$ cat config.mk
export PLATFORM = sky130hd
export DESIGN_NAME = midi_track_event_parser_core
export DESIGN_NICKNAME = d
export VERILOG_FILES = /design/src/rtl/mtep_pkg.sv /design/src/rtl/midi_track_event_parser_core.sv /design/src/rtl/mtep_front.sv /design/src/rtl/mtep_queue.sv /design/src/rtl/mtep_divider.sv /design/src/rtl/mtep_back.sv
export SDC_FILE = /design/constraint.sdc
export NUM_CORES = 1
export LEC_CHECK = 0
export BUFFER_PORTS_ARGS = -buffer_cell sky130_fd_sc_hd__buf_4
export CAP_MARGIN = 0
export CORE_MARGIN = 3
export CORE_UTILIZATION = 45
export CTS_CLUSTER_SIZE = 28
export DETAILED_ROUTE_END_ITERATION = 6
export GPL_TIMING_DRIVEN = 0
export PLACE_DENSITY_LB_ADDON = 0.3
export SLEW_MARGIN = 0
export SYNTH_ARGS = -nofsm -noshare
export SYNTH_HDL_FRONTEND = slang
export SYNTH_SLANG_ARGS = --single-unit
$ cat constraint.sdc
create_clock -name clk -period 8 [get_ports clk]
set_clock_uncertainty 0.05 [all_clocks]
set_input_delay 0.4 -clock clk [delete_from_list [all_inputs] [get_ports clk]]
set_output_delay 0.4 -clock clk [all_outputs]
set_load 0.005 [all_outputs]
$ cat src/rtl/mtep_pkg.sv
// ----------------------------------------------------------------------------
// mtep_pkg - shared types and constants of the MIDI track event parser
// Event record passed from the byte parser to the result stage, parse phase
// and event kind codes, MIDI status codes and default sizes.
// ----------------------------------------------------------------------------
package mtep_pkg;

  // default sizes of the internal counters
  localparam int TICK_BITS_DEF     = 32;
  localparam int LENGTH_BITS_DEF   = 28;
  localparam int FRACTION_BITS_DEF = 16;

  // fixed field widths
  localparam int DIVISION_W = 15;
  localparam int TEMPO_W    = 24;
  localparam int TEMPO10_W  = 28;  // width of tempo * 10
  localparam int TICK_W     = 32;
  localparam int PERIOD_W   = 44;

  // event queue between parser and result stage
  localparam int QUEUE_DEPTH = 2;

  // reset value of the time division register
  localparam logic [DIVISION_W-1:0] DIVISION_RESET = 15'd96;

  // status and meta codes
  localparam logic [7:0] ST_SYSEX     = 8'hF0;
  localparam logic [7:0] ST_SYSEX_ESC = 8'hF7;
  localparam logic [7:0] ST_META      = 8'hFF;
  localparam logic [7:0] META_TEMPO   = 8'h51;
  localparam logic [7:0] META_EOT     = 8'h2F;

  typedef enum logic [2:0] {
    KIND_CHANNEL   = 3'd0,
    KIND_TEMPO     = 3'd1,
    KIND_END_TRACK = 3'd2,
    KIND_META      = 3'd3,
    KIND_SYSEX     = 3'd4,
    KIND_SYSTEM    = 3'd5,
    KIND_TRUNCATED = 3'd6
  } kind_t;

  typedef enum logic [3:0] {
    PH_DELTA,
    PH_DELTA_MORE,
    PH_STATUS,
    PH_DATA1,
    PH_DATA2,
    PH_META_TYPE,
    PH_META_LEN,
    PH_META_BODY,
    PH_SYSEX_LEN,
    PH_SYSEX_BODY,
    PH_DONE
  } phase_t;

  typedef enum logic {
    BK_IDLE,
    BK_DIVIDE
  } back_state_t;

  // one decoded event, everything but the tick period
  typedef struct packed {
    kind_t               kind;
    logic [7:0]          status;
    logic [7:0]          first;
    logic [7:0]          second;
    logic [7:0]          meta;
    logic [TICK_W-1:0]   tick;
    logic [TEMPO_W-1:0]  tempo;
  } event_t;

endpackage

$ cat src/rtl/midi_track_event_parser_core.sv
// ----------------------------------------------------------------------------
// midi_track_event_parser_core - MIDI track chunk event parser
// Parses a track chunk byte stream into events with absolute ticks, and the
// tick period of tempo events.
//
//   channel  direction  handshake            payload
//   in       input      in_valid / in_stall  data_byte, chunk_end
//   out      output     out_valid/out_stall  event_kind .. tick_period
//   cfg      input      cfg_write            cfg_data (time division)
//
// One input byte is taken per cycle while the event queue has room.
// Events other than tempo are loaded into the output register from the
// queue head once the output is free. A tempo event holds the result stage
// while the one-bit-per-cycle divider works out its tick period.
// Reset is synchronous; the parser state also restarts after a chunk_end byte.
// in_stall is high while the event queue is full; a stalled output holds.
// ----------------------------------------------------------------------------
module midi_track_event_parser_core #(
  parameter int TICK_BITS     = mtep_pkg::TICK_BITS_DEF,
  parameter int LENGTH_BITS   = mtep_pkg::LENGTH_BITS_DEF,
  parameter int FRACTION_BITS = mtep_pkg::FRACTION_BITS_DEF
) (
  input  logic                            clk,
  input  logic                            rst,
  input  logic                            cfg_write,
  input  logic [mtep_pkg::DIVISION_W-1:0] cfg_data,
  input  logic                            in_valid,
  output logic                            in_stall,
  input  logic [7:0]                      data_byte,
  input  logic                            chunk_end,
  output logic                            out_valid,
  input  logic                            out_stall,
  output logic [2:0]                      event_kind,
  output logic [7:0]                      status_byte,
  output logic [7:0]                      first_data,
  output logic [7:0]                      second_data,
  output logic [7:0]                      meta_kind,
  output logic [mtep_pkg::TICK_W-1:0]     event_tick,
  output logic [mtep_pkg::TEMPO_W-1:0]    tempo_value,
  output logic [mtep_pkg::PERIOD_W-1:0]   tick_period
);
  import mtep_pkg::*;

  logic   in_accept;
  logic   ev_valid;
  event_t ev;
  logic   q_full;
  logic   q_not_empty;
  logic   q_pop;
  event_t q_head;

  // take a byte whenever the queue can hold its event
  assign in_stall  = q_full;
  assign in_accept = in_valid && !q_full;

  mtep_front #(
    .TICK_BITS   (TICK_BITS),
    .LENGTH_BITS (LENGTH_BITS)
  ) u_front (
    .clk       (clk),
    .rst       (rst),
    .accept    (in_accept),
    .data_byte (data_byte),
    .chunk_end (chunk_end),
    .ev_valid  (ev_valid),
    .ev        (ev)
  );

  mtep_queue u_queue (
    .clk       (clk),
    .rst       (rst),
    .push      (in_accept && ev_valid),
    .push_ev   (ev),
    .pop       (q_pop),
    .full      (q_full),
    .not_empty (q_not_empty),
    .head_ev   (q_head)
  );

  mtep_back #(
    .FRACTION_BITS (FRACTION_BITS)
  ) u_back (
    .clk         (clk),
    .rst         (rst),
    .cfg_write   (cfg_write),
    .cfg_data    (cfg_data),
    .q_not_empty (q_not_empty),
    .q_head      (q_head),
    .q_pop       (q_pop),
    .out_valid   (out_valid),
    .out_stall   (out_stall),
    .event_kind  (event_kind),
    .status_byte (status_byte),
    .first_data  (first_data),
    .second_data (second_data),
    .meta_kind   (meta_kind),
    .event_tick  (event_tick),
    .tempo_value (tempo_value),
    .tick_period (tick_period)
  );

endmodule

$ cat src/rtl/mtep_front.sv
// ----------------------------------------------------------------------------
// mtep_front - byte parser
// Walks the track chunk one byte per transfer: delta times, running status,
// channel data, meta and sysex lengths and payloads. Emits one event record
// for each completed event, or a truncation record at a premature chunk end.
// ----------------------------------------------------------------------------
module mtep_front #(
  parameter int TICK_BITS   = mtep_pkg::TICK_BITS_DEF,
  parameter int LENGTH_BITS = mtep_pkg::LENGTH_BITS_DEF
) (
  input  logic             clk,
  input  logic             rst,
  input  logic             accept,
  input  logic [7:0]       data_byte,
  input  logic             chunk_end,
  output logic             ev_valid,
  output mtep_pkg::event_t ev
);
  import mtep_pkg::*;

  phase_t                 phase, phase_next;
  logic [7:0]             running_status, running_status_next;
  logic [LENGTH_BITS-1:0] delta_acc, delta_acc_next;
  logic [TICK_BITS-1:0]   abs_tick, abs_tick_next;
  logic [7:0]             held_first, held_first_next;
  logic [7:0]             held_meta, held_meta_next;
  logic [LENGTH_BITS-1:0] remaining, remaining_next;
  logic [TEMPO_W-1:0]     tempo_acc, tempo_acc_next;
  logic [1:0]             pidx, pidx_next;

  logic [LENGTH_BITS-1:0] delta_base;
  logic [LENGTH_BITS-1:0] delta_vlq;
  logic [LENGTH_BITS-1:0] length_vlq;
  logic [LENGTH_BITS-1:0] remaining_dec;
  logic [7:0]             trunc_status;

  // status C0-DF carries a single data byte
  function automatic logic one_data(input logic [7:0] st);
    return st[7:5] == 3'b110;
  endfunction

  function automatic event_t make_event(input kind_t k, input logic [7:0] st,
                                        input logic [7:0] d1, input logic [7:0] d2,
                                        input logic [7:0] mk,
                                        input logic [TEMPO_W-1:0] tp);
    event_t e;
    e.kind   = k;
    e.status = st;
    e.first  = d1;
    e.second = d2;
    e.meta   = mk;
    e.tick   = '0;
    e.tempo  = tp;
    return e;
  endfunction

  assign delta_base    = (phase == PH_DELTA) ? '0 : delta_acc;
  assign delta_vlq     = {delta_base[LENGTH_BITS-8:0], data_byte[6:0]};
  assign length_vlq    = {remaining[LENGTH_BITS-8:0], data_byte[6:0]};
  assign remaining_dec = remaining - LENGTH_BITS'(1);

  // next state and event for the byte on the input
  always_comb begin
    phase_next          = phase;
    running_status_next = running_status;
    delta_acc_next      = delta_acc;
    abs_tick_next       = abs_tick;
    held_first_next     = held_first;
    held_meta_next      = held_meta;
    remaining_next      = remaining;
    tempo_acc_next      = tempo_acc;
    pidx_next           = pidx;
    ev_valid            = 1'b0;
    ev                  = make_event(KIND_CHANNEL, 8'h00, 8'h00, 8'h00, 8'h00, '0);
    trunc_status        = 8'h00;

    unique case (phase)
      PH_DELTA, PH_DELTA_MORE: begin
        if (data_byte[7]) begin
          delta_acc_next = delta_vlq;
          phase_next     = PH_DELTA_MORE;
        end else begin
          abs_tick_next  = abs_tick + TICK_BITS'(delta_vlq);
          delta_acc_next = '0;
          phase_next     = PH_STATUS;
        end
      end
      PH_STATUS: begin
        if (!data_byte[7]) begin
          // data byte: reuse running status
          if (one_data(running_status)) begin
            ev_valid   = 1'b1;
            ev         = make_event(KIND_CHANNEL, running_status, data_byte, 8'h00,
                                    8'h00, '0);
            phase_next = PH_DELTA;
          end else begin
            held_first_next = data_byte;
            phase_next      = PH_DATA2;
          end
        end else if (data_byte[7:4] != 4'hF) begin
          running_status_next = data_byte;
          phase_next          = PH_DATA1;
        end else begin
          running_status_next = 8'h00;
          if (data_byte == ST_META) begin
            phase_next = PH_META_TYPE;
          end else if (data_byte == ST_SYSEX || data_byte == ST_SYSEX_ESC) begin
            held_first_next = data_byte;
            remaining_next  = '0;
            phase_next      = PH_SYSEX_LEN;
          end else begin
            ev_valid   = 1'b1;
            ev         = make_event(KIND_SYSTEM, data_byte, 8'h00, 8'h00, 8'h00, '0);
            phase_next = PH_DELTA;
          end
        end
      end
      PH_DATA1: begin
        if (one_data(running_status)) begin
          ev_valid   = 1'b1;
          ev         = make_event(KIND_CHANNEL, running_status, data_byte, 8'h00,
                                  8'h00, '0);
          phase_next = PH_DELTA;
        end else begin
          held_first_next = data_byte;
          phase_next      = PH_DATA2;
        end
      end
      PH_DATA2: begin
        ev_valid   = 1'b1;
        ev         = make_event(KIND_CHANNEL, running_status, held_first, data_byte,
                                8'h00, '0);
        phase_next = PH_DELTA;
      end
      PH_META_TYPE: begin
        held_meta_next = data_byte;
        remaining_next = '0;
        tempo_acc_next = '0;
        pidx_next      = 2'd0;
        phase_next     = PH_META_LEN;
      end
      PH_META_LEN, PH_SYSEX_LEN, PH_META_BODY, PH_SYSEX_BODY: begin
        if (phase == PH_META_LEN || phase == PH_SYSEX_LEN) begin
          remaining_next = length_vlq;
        end else begin
          remaining_next = remaining_dec;
        end
        // collect up to three tempo bytes, high byte first
        if (phase == PH_META_BODY && held_meta == META_TEMPO && pidx != 2'd3) begin
          case (pidx)
            2'd0:    tempo_acc_next[23:16] = tempo_acc[23:16] | data_byte;
            2'd1:    tempo_acc_next[15:8]  = tempo_acc[15:8] | data_byte;
            default: tempo_acc_next[7:0]   = tempo_acc[7:0] | data_byte;
          endcase
          pidx_next = pidx + 2'd1;
        end
        if ((phase == PH_META_LEN || phase == PH_SYSEX_LEN) && data_byte[7]) begin
          // more length bytes follow
        end else if (remaining_next == '0) begin
          ev_valid = 1'b1;
          if (phase == PH_SYSEX_LEN || phase == PH_SYSEX_BODY) begin
            ev         = make_event(KIND_SYSEX, held_first, 8'h00, 8'h00, 8'h00, '0);
            phase_next = PH_DELTA;
          end else if (held_meta == META_TEMPO) begin
            ev         = make_event(KIND_TEMPO, ST_META, 8'h00, 8'h00, held_meta,
                                    tempo_acc_next);
            phase_next = PH_DELTA;
          end else if (held_meta == META_EOT) begin
            ev         = make_event(KIND_END_TRACK, ST_META, 8'h00, 8'h00, held_meta, '0);
            phase_next = PH_DONE;
          end else begin
            ev         = make_event(KIND_META, ST_META, 8'h00, 8'h00, held_meta, '0);
            phase_next = PH_DELTA;
          end
        end else if (phase == PH_META_LEN) begin
          phase_next = PH_META_BODY;
        end else if (phase == PH_SYSEX_LEN) begin
          phase_next = PH_SYSEX_BODY;
        end
      end
      PH_DONE: begin
        phase_next = PH_DONE;
      end
    endcase

    // chunk end: flag an unfinished event, then start over
    if (chunk_end) begin
      if (phase_next == PH_META_TYPE || phase_next == PH_META_LEN ||
          phase_next == PH_META_BODY) begin
        trunc_status = ST_META;
      end else if (phase_next == PH_SYSEX_LEN || phase_next == PH_SYSEX_BODY) begin
        trunc_status = held_first_next;
      end else begin
        trunc_status = running_status_next;
      end
      if (!ev_valid && phase_next != PH_DELTA && phase_next != PH_DONE) begin
        ev_valid = 1'b1;
        ev       = make_event(KIND_TRUNCATED, trunc_status, 8'h00, 8'h00, 8'h00, '0);
      end
    end
    ev.tick = TICK_W'(abs_tick_next);
  end

  // advance the parse state on each transfer
  always_ff @(posedge clk) begin
    if (rst || (accept && chunk_end)) begin
      phase          <= PH_DELTA;
      running_status <= 8'h00;
      delta_acc      <= '0;
      abs_tick       <= '0;
      held_first     <= 8'h00;
      held_meta      <= 8'h00;
      remaining      <= '0;
      tempo_acc      <= '0;
      pidx           <= 2'd0;
    end else if (accept) begin
      phase          <= phase_next;
      running_status <= running_status_next;
      delta_acc      <= delta_acc_next;
      abs_tick       <= abs_tick_next;
      held_first     <= held_first_next;
      held_meta      <= held_meta_next;
      remaining      <= remaining_next;
      tempo_acc      <= tempo_acc_next;
      pidx           <= pidx_next;
    end
  end

endmodule

$ cat src/rtl/mtep_queue.sv
// ----------------------------------------------------------------------------
// mtep_queue - event queue
// Short first-in first-out buffer of event records between the byte parser
// and the result stage, so that each side can stall on its own.
// ----------------------------------------------------------------------------
module mtep_queue (
  input  logic             clk,
  input  logic             rst,
  input  logic             push,
  input  mtep_pkg::event_t push_ev,
  input  logic             pop,
  output logic             full,
  output logic             not_empty,
  output mtep_pkg::event_t head_ev
);
  import mtep_pkg::*;

  localparam int AW = (QUEUE_DEPTH > 1) ? $clog2(QUEUE_DEPTH) : 1;
  localparam int CW = $clog2(QUEUE_DEPTH + 1);

  event_t          entries [QUEUE_DEPTH];
  logic [AW-1:0]   wr_ptr;
  logic [AW-1:0]   rd_ptr;
  logic [CW-1:0]   count;

  assign full      = (count == CW'(QUEUE_DEPTH));
  assign not_empty = (count != '0);
  assign head_ev   = entries[rd_ptr];

  // store pushed records
  always_ff @(posedge clk) begin
    if (push) begin
      entries[wr_ptr] <= push_ev;
    end
  end

  // advance pointers and fill count
  always_ff @(posedge clk) begin
    if (rst) begin
      wr_ptr <= '0;
      rd_ptr <= '0;
      count  <= '0;
    end else begin
      if (push) begin
        wr_ptr <= (wr_ptr == AW'(QUEUE_DEPTH - 1)) ? '0 : wr_ptr + AW'(1);
      end
      if (pop) begin
        rd_ptr <= (rd_ptr == AW'(QUEUE_DEPTH - 1)) ? '0 : rd_ptr + AW'(1);
      end
      if (push && !pop) begin
        count <= count + CW'(1);
      end else if (pop && !push) begin
        count <= count - CW'(1);
      end
    end
  end

endmodule

$ cat src/rtl/mtep_divider.sv
// ----------------------------------------------------------------------------
// mtep_divider - restoring divider
// Divides the scaled tempo by the time division, one quotient bit per cycle.
// Raises done for one cycle when the quotient is ready.
// ----------------------------------------------------------------------------
module mtep_divider #(
  parameter int QUOT_BITS = mtep_pkg::TEMPO10_W + mtep_pkg::FRACTION_BITS_DEF
) (
  input  logic                            clk,
  input  logic                            rst,
  input  logic                            start,
  input  logic [QUOT_BITS-1:0]            dividend,
  input  logic [mtep_pkg::DIVISION_W-1:0] divisor,
  output logic                            done,
  output logic [QUOT_BITS-1:0]            quotient
);
  import mtep_pkg::*;

  localparam int CNT_W = $clog2(QUOT_BITS + 1);

  logic                  busy;
  logic [CNT_W-1:0]      cnt;
  logic [DIVISION_W-1:0] rem;
  logic [DIVISION_W-1:0] dsr;
  logic [DIVISION_W:0]   trial;
  logic                  fits;

  assign trial = {rem, quotient[QUOT_BITS-1]};
  assign fits  = (trial >= {1'b0, dsr});

  // shift dividend bits out and quotient bits in
  always_ff @(posedge clk) begin
    if (start) begin
      quotient <= dividend;
      rem      <= '0;
      dsr      <= divisor;
    end else if (busy) begin
      rem      <= fits ? DIVISION_W'(trial - {1'b0, dsr}) : trial[DIVISION_W-1:0];
      quotient <= {quotient[QUOT_BITS-2:0], fits};
    end
  end

  // count steps
  always_ff @(posedge clk) begin
    if (rst) begin
      busy <= 1'b0;
      done <= 1'b0;
      cnt  <= '0;
    end else if (start) begin
      busy <= 1'b1;
      done <= 1'b0;
      cnt  <= CNT_W'(QUOT_BITS);
    end else begin
      done <= busy && (cnt == CNT_W'(1));
      if (busy) begin
        cnt <= cnt - CNT_W'(1);
        if (cnt == CNT_W'(1)) begin
          busy <= 1'b0;
        end
      end
    end
  end

endmodule

$ cat src/rtl/mtep_back.sv
// ----------------------------------------------------------------------------
// mtep_back - result stage
// Takes event records from the queue, works out the tick period of tempo
// events through the divider and holds each result in the output register.
// Also keeps the time division register.
// ----------------------------------------------------------------------------
module mtep_back #(
  parameter int FRACTION_BITS = mtep_pkg::FRACTION_BITS_DEF
) (
  input  logic                            clk,
  input  logic                            rst,
  input  logic                            cfg_write,
  input  logic [mtep_pkg::DIVISION_W-1:0] cfg_data,
  input  logic                            q_not_empty,
  input  mtep_pkg::event_t                q_head,
  output logic                            q_pop,
  output logic                            out_valid,
  input  logic                            out_stall,
  output logic [2:0]                      event_kind,
  output logic [7:0]                      status_byte,
  output logic [7:0]                      first_data,
  output logic [7:0]                      second_data,
  output logic [7:0]                      meta_kind,
  output logic [mtep_pkg::TICK_W-1:0]     event_tick,
  output logic [mtep_pkg::TEMPO_W-1:0]    tempo_value,
  output logic [mtep_pkg::PERIOD_W-1:0]   tick_period
);
  import mtep_pkg::*;

  localparam int QUOT_BITS = TEMPO10_W + FRACTION_BITS;

  back_state_t           state, state_next;
  logic [DIVISION_W-1:0] time_division;
  event_t                held_ev;
  logic                  out_free;
  logic                  div_start;
  logic                  div_done;
  logic                  load_direct;
  logic                  load_tempo;
  logic [TEMPO10_W-1:0]  tempo_x10;
  logic [QUOT_BITS-1:0]  dividend;
  logic [DIVISION_W-1:0] divisor;
  logic [QUOT_BITS-1:0]  quotient;
  logic [QUOT_BITS-1:0]  period_full;

  // time division register
  always_ff @(posedge clk) begin
    if (rst) begin
      time_division <= DIVISION_RESET;
    end else if (cfg_write) begin
      time_division <= cfg_data;
    end
  end

  // tempo * 10 as shift and add, scaled to the fixed point
  assign tempo_x10 = TEMPO10_W'({q_head.tempo, 3'b000}) + TEMPO10_W'({q_head.tempo, 1'b0});
  assign dividend  = {tempo_x10, {FRACTION_BITS{1'b0}}};
  assign divisor   = (time_division == '0) ? DIVISION_W'(1) : time_division;

  mtep_divider #(
    .QUOT_BITS (QUOT_BITS)
  ) u_divider (
    .clk      (clk),
    .rst      (rst),
    .start    (div_start),
    .dividend (dividend),
    .divisor  (divisor),
    .done     (div_done),
    .quotient (quotient)
  );

  // clamp the period at one
  assign period_full = (quotient < (QUOT_BITS'(1) << FRACTION_BITS)) ?
                       (QUOT_BITS'(1) << FRACTION_BITS) : quotient;

  assign out_free = !out_valid || !out_stall;

  // take records and start divisions
  always_comb begin
    state_next  = state;
    q_pop       = 1'b0;
    div_start   = 1'b0;
    load_direct = 1'b0;
    load_tempo  = 1'b0;
    unique case (state)
      BK_IDLE: begin
        if (q_not_empty && out_free) begin
          q_pop = 1'b1;
          if (q_head.kind == KIND_TEMPO) begin
            div_start  = 1'b1;
            state_next = BK_DIVIDE;
          end else begin
            load_direct = 1'b1;
          end
        end
      end
      BK_DIVIDE: begin
        if (div_done) begin
          load_tempo = 1'b1;
          state_next = BK_IDLE;
        end
      end
    endcase
  end

  always_ff @(posedge clk) begin
    if (rst) begin
      state <= BK_IDLE;
    end else begin
      state <= state_next;
    end
  end

  // hold the tempo record while dividing
  always_ff @(posedge clk) begin
    if (div_start) begin
      held_ev <= q_head;
    end
  end

  // output register
  always_ff @(posedge clk) begin
    if (rst) begin
      out_valid <= 1'b0;
    end else if (load_direct || load_tempo) begin
      out_valid <= 1'b1;
    end else if (!out_stall) begin
      out_valid <= 1'b0;
    end
  end

  always_ff @(posedge clk) begin
    if (load_direct) begin
      event_kind  <= q_head.kind;
      status_byte <= q_head.status;
      first_data  <= q_head.first;
      second_data <= q_head.second;
      meta_kind   <= q_head.meta;
      event_tick  <= q_head.tick;
      tempo_value <= q_head.tempo;
      tick_period <= '0;
    end else if (load_tempo) begin
      event_kind  <= held_ev.kind;
      status_byte <= held_ev.status;
      first_data  <= held_ev.first;
      second_data <= held_ev.second;
      meta_kind   <= held_ev.meta;
      event_tick  <= held_ev.tick;
      tempo_value <= held_ev.tempo;
      tick_period <= PERIOD_W'(period_full);
    end
  end

endmodule
==> impl_metrics.py <==
metrics = {
    "sta": {
        "fin_crit_ps": 6210,
        "tns_ps": 0,
        "slew_headroom_pct": 2.76,
        "tightestPinTransition_ps": 1440,
        "setup_viol": 0,
        "clock.fmax_ghz": 0.161,
        "maxSlewViolCount": 0,
        "fin_hold_ws_ps": 267,
        "setup_slack_ps": 1790,
        "hold_viol": 0,
        "rsz0062_at_grt": "no",
        "fin_crit_sh_pct": 77.6,
    },
    "setup_path": {
        "cp-end-kind": "flip-flop",
        "rrSetupSlack_ps": 1790,
        "worst_ep_arrival_time_ps": 6440,
        "setup.worst_path.start_class": "flip-flop",
        "r2r_cells": 14,
        "cp_max_fo": 32,
        "required_ps": 8230,
        "worstSetupPathType": "flip-flop to flip-flop",
        "timing.rr.end": "u_queue.entries[0][39]",
        "timing.rr.start": "u_front.phase[0]",
    },
    "synth": {
        "ys_seq_area_share_pct": 57.5,
        "syn_nets": 2729,
        "synth.distinct_cells": 83,
        "yosys_warnings": 0,
        "synth_area_um2": 29600,
        "synthFlopType": "edfxtp_1",
        "synth_top_area_cell": "edfxtp_1",
        "synth_cells": 2625,
        "yosys-top-cells-area": "edfxtp_1, dfxtp_1, mux2_2",
        "ys_async_sr_fraction_pct": 0,
        "avgSynthCellArea_um2": 11.3,
        "synth_edf_count": 407,
        "yosys.area.top_type_share_pct": 41.3,
        "synth-seq-cells": 647,
    },
    "finish": {
        "syn2layout_area_growth_pct": 16.8,
        "layout_commonest_cell": "edfxtp_1",
        "diodes": 0,
        "drive_gt1_share_pct": 17.2,
        "layout_common_cells": "edfxtp_1, nor2_1, dfxtp_1",
        "fin_nets": 2989,
    },
    "floorplan": {
        "row_count": 93,
        "die_h_um": 263,
        "die-area_um2": 68900,
        "io-pin-count": 166,
        "core_um2": 64800,
        "floorplan.initialDensity_pct": 45.7,
        "die_w_um": 263,
    },
    "pwr": {
        "combPwrFrac_pct": 30.0,
        "swShare_pct": 31.8,
        "p_int_mw": 7.51,
        "p_seq_share_pct": 40.6,
        "power_density_nw_per_um2": 319,
        "p_leak_nw": 12.7,
        "p_switching_mw": 3.51,
        "vdd_drop_max_mv": 0.160,
        "p_clk_share_pct": 29.4,
    },
    "placement": {
        "place.gp.congestion": 0.964,
        "pre_cts_slack_ps": 1880,
        "numPortBuffers": 164,
        "dp_hpwl_um": 56700,
    },
    "drt": {
        "drt_iter0_markers": 1857,
        "drt_pass1_iterations": 5,
        "wl_um": 79000,
        "vias": 21597,
        "routedWlPerCell_um": 20.8,
        "routed_via_density": 5.69,
        "drt.antenna.violating_nets": 0,
        "drcViolationCount": 0,
    },
    "min_path": {
        "min-delay-start": "data_byte[6]",
        "hold_path_depth": 3,
        "min_path_type": "primary input to flip-flop",
        "whs_endpoint": "u_front.remaining[6]",
    },
    "grt": {
        "grt_start_max_net_pins": 62,
        "grt.overflow.total": 0,
        "track_usage_pct": 22.3,
        "grt_pass1_wl_um": 123000,
        "grt_antenna_before_repair": 0,
        "first_global_vias": 21551,
    },
    "clock_tree": {
        "cts.sinks": 647,
        "htree_levels": 3,
        "cts_buffer_depth": 3,
        "cts_tree": "yes",
        "post_cts_resized": 0,
        "cts_made_buffers": 71,
        "cts-root-buf": "clkbuf_16",
        "insertion_delay_ps": 600,
        "clk_pin_slew_ps": 60,
    },
    "run": {
        "drv_cap": 0,
    },
    "run_status": {
        "status": "complete, no violations",
    },
}
## synth_stat cells (35+ instances only)
master / n
nor3_1: 50
mux2_2: 175
dfxtp_1: 240
xnor2_1: 35
nand3_1: 72
nand2_1: 195
nor2_1: 242
a22o_1: 53
inv_1: 60
a21oi_1: 200
clkbuf_1: 143
o21ai_0: 110
mux2i_1: 63
edfxtp_1: 407
ha_1: 72
## repair_timing
item / in CTS / in global routing
setup buffers: 0 / 0
hold buffers: 17 / 0
hold endpoints to repair: 17 / 0
## critical path, stage by stage, from the launching register on
cell and delay, ps:
dfxtp_1 320, buf_2 200, nor4bb_1 1190, nor2_1 280, buf_2 300, clkbuf_1 270
o22ai_1 400, nand3_1 270, nor2_1 260, and3_1 320, a211o_1 230, o211a_1 320
nor2b_4 860, buf_12 300, buf_12 240
## power by group through the flow
| stage | clock network [mW] | logic, mW | registers (mW) |
|---|---|---|---|
| 4_1_cts | 3.32 | 3.32 | 4.47 |
| 6_report | 3.24 | 3.30 | 4.47 |
| 2_1_floorplan | 0 | 2.13 | 4.52 |
| 3_5_place_dp | 0 | 3.29 | 4.54 |
| 3_3_place_gp | 0 | 3.16 | 4.60 |
| 5_1_grt | 3.45 | 3.61 | 4.52 |
## metal layers
layer  vias to the layer above  wire, um  track usage (%)  share of wire, %
met2                       668     37900             37.5                48
li1                      10225         -                -                 -
met1                     10551     34400             29.2                44
met4                         0      2520             8.35               3.2
met3                       153      4140             3.49               5.2
met5                         -         0                0                 0
## layout make-up
type                            instances  area (um^2)
Clock buffer                          105         2090
Fill cell                            5459        30200
Buffer                                176          703
Clock inverter                         25          249
Tap cell                              855         1070
Sequential cell                       647        17000
Timing Repair Buffer                  187         1540
Multi-Input combinational cell       1741        11700
Inverter                               61          231
## kinds of logic (layout without fill, tap and decap cells)
kind of cell	after synthesis	count (layout)	synth area share [%]
AO/OA/AOI/OAI	586	586	12.8
flip-flops	647	647	57.5
buffers and inverters	237	554	3.14
multiplexers	238	238	8.78
XOR/XNOR	69	69	2.04
adder cells (fa/ha/maj)	75	75	3.25
AND/OR/NAND/NOR	773	773	12.5
## registers in the layout, summed over array words and instances (netlist names), 15 cells and up, named ones only
register,count
u_back.event_tick,32
u_back.held_ev,91
u_back.tempo_value,24
u_back.tick_period,44
u_back.time_division,15
u_back.u_divider.dsr,15
u_back.u_divider.quotient,44
u_back.u_divider.rem,15
u_front.abs_tick,32
u_front.delta_acc,21
u_front.remaining,28
u_front.tempo_acc,24
u_queue.entries,182
## worst max-delay path by stage
stage	startpoint	endpoint	slack (ps)	cells past startpoint
2_1_floorplan	u_front.remaining[0]	u_queue.entries[0][0]	200	14
3_3_place_gp	u_front.phase[3]	u_queue.entries[0][24]	-2950	12
3_5_place_dp	u_front.phase[3]	u_queue.entries[0][24]	1880	14
4_1_cts	u_front.phase[3]	u_queue.entries[0][36]	1860	14
5_1_grt	u_front.phase[0]	u_queue.entries[0][44]	1600	14
6_report	u_front.phase[0]	u_queue.entries[0][39]	1790	14
## through the flow
stage	cells	util [%]	area (um^2)	total power, mW
2_1_floorplan	2625	-	29600	6.65
3_3_place_gp	3644	49.2	31900	7.76
3_5_place_dp	3650	49.5	32100	7.83
4_1_cts	3797	53.3	34600	11.1
5_1_grt	3797	53.4	34600	11.6
6_report	3797	53.4	34600	11.0
Power figures use the tool's default switching activity.
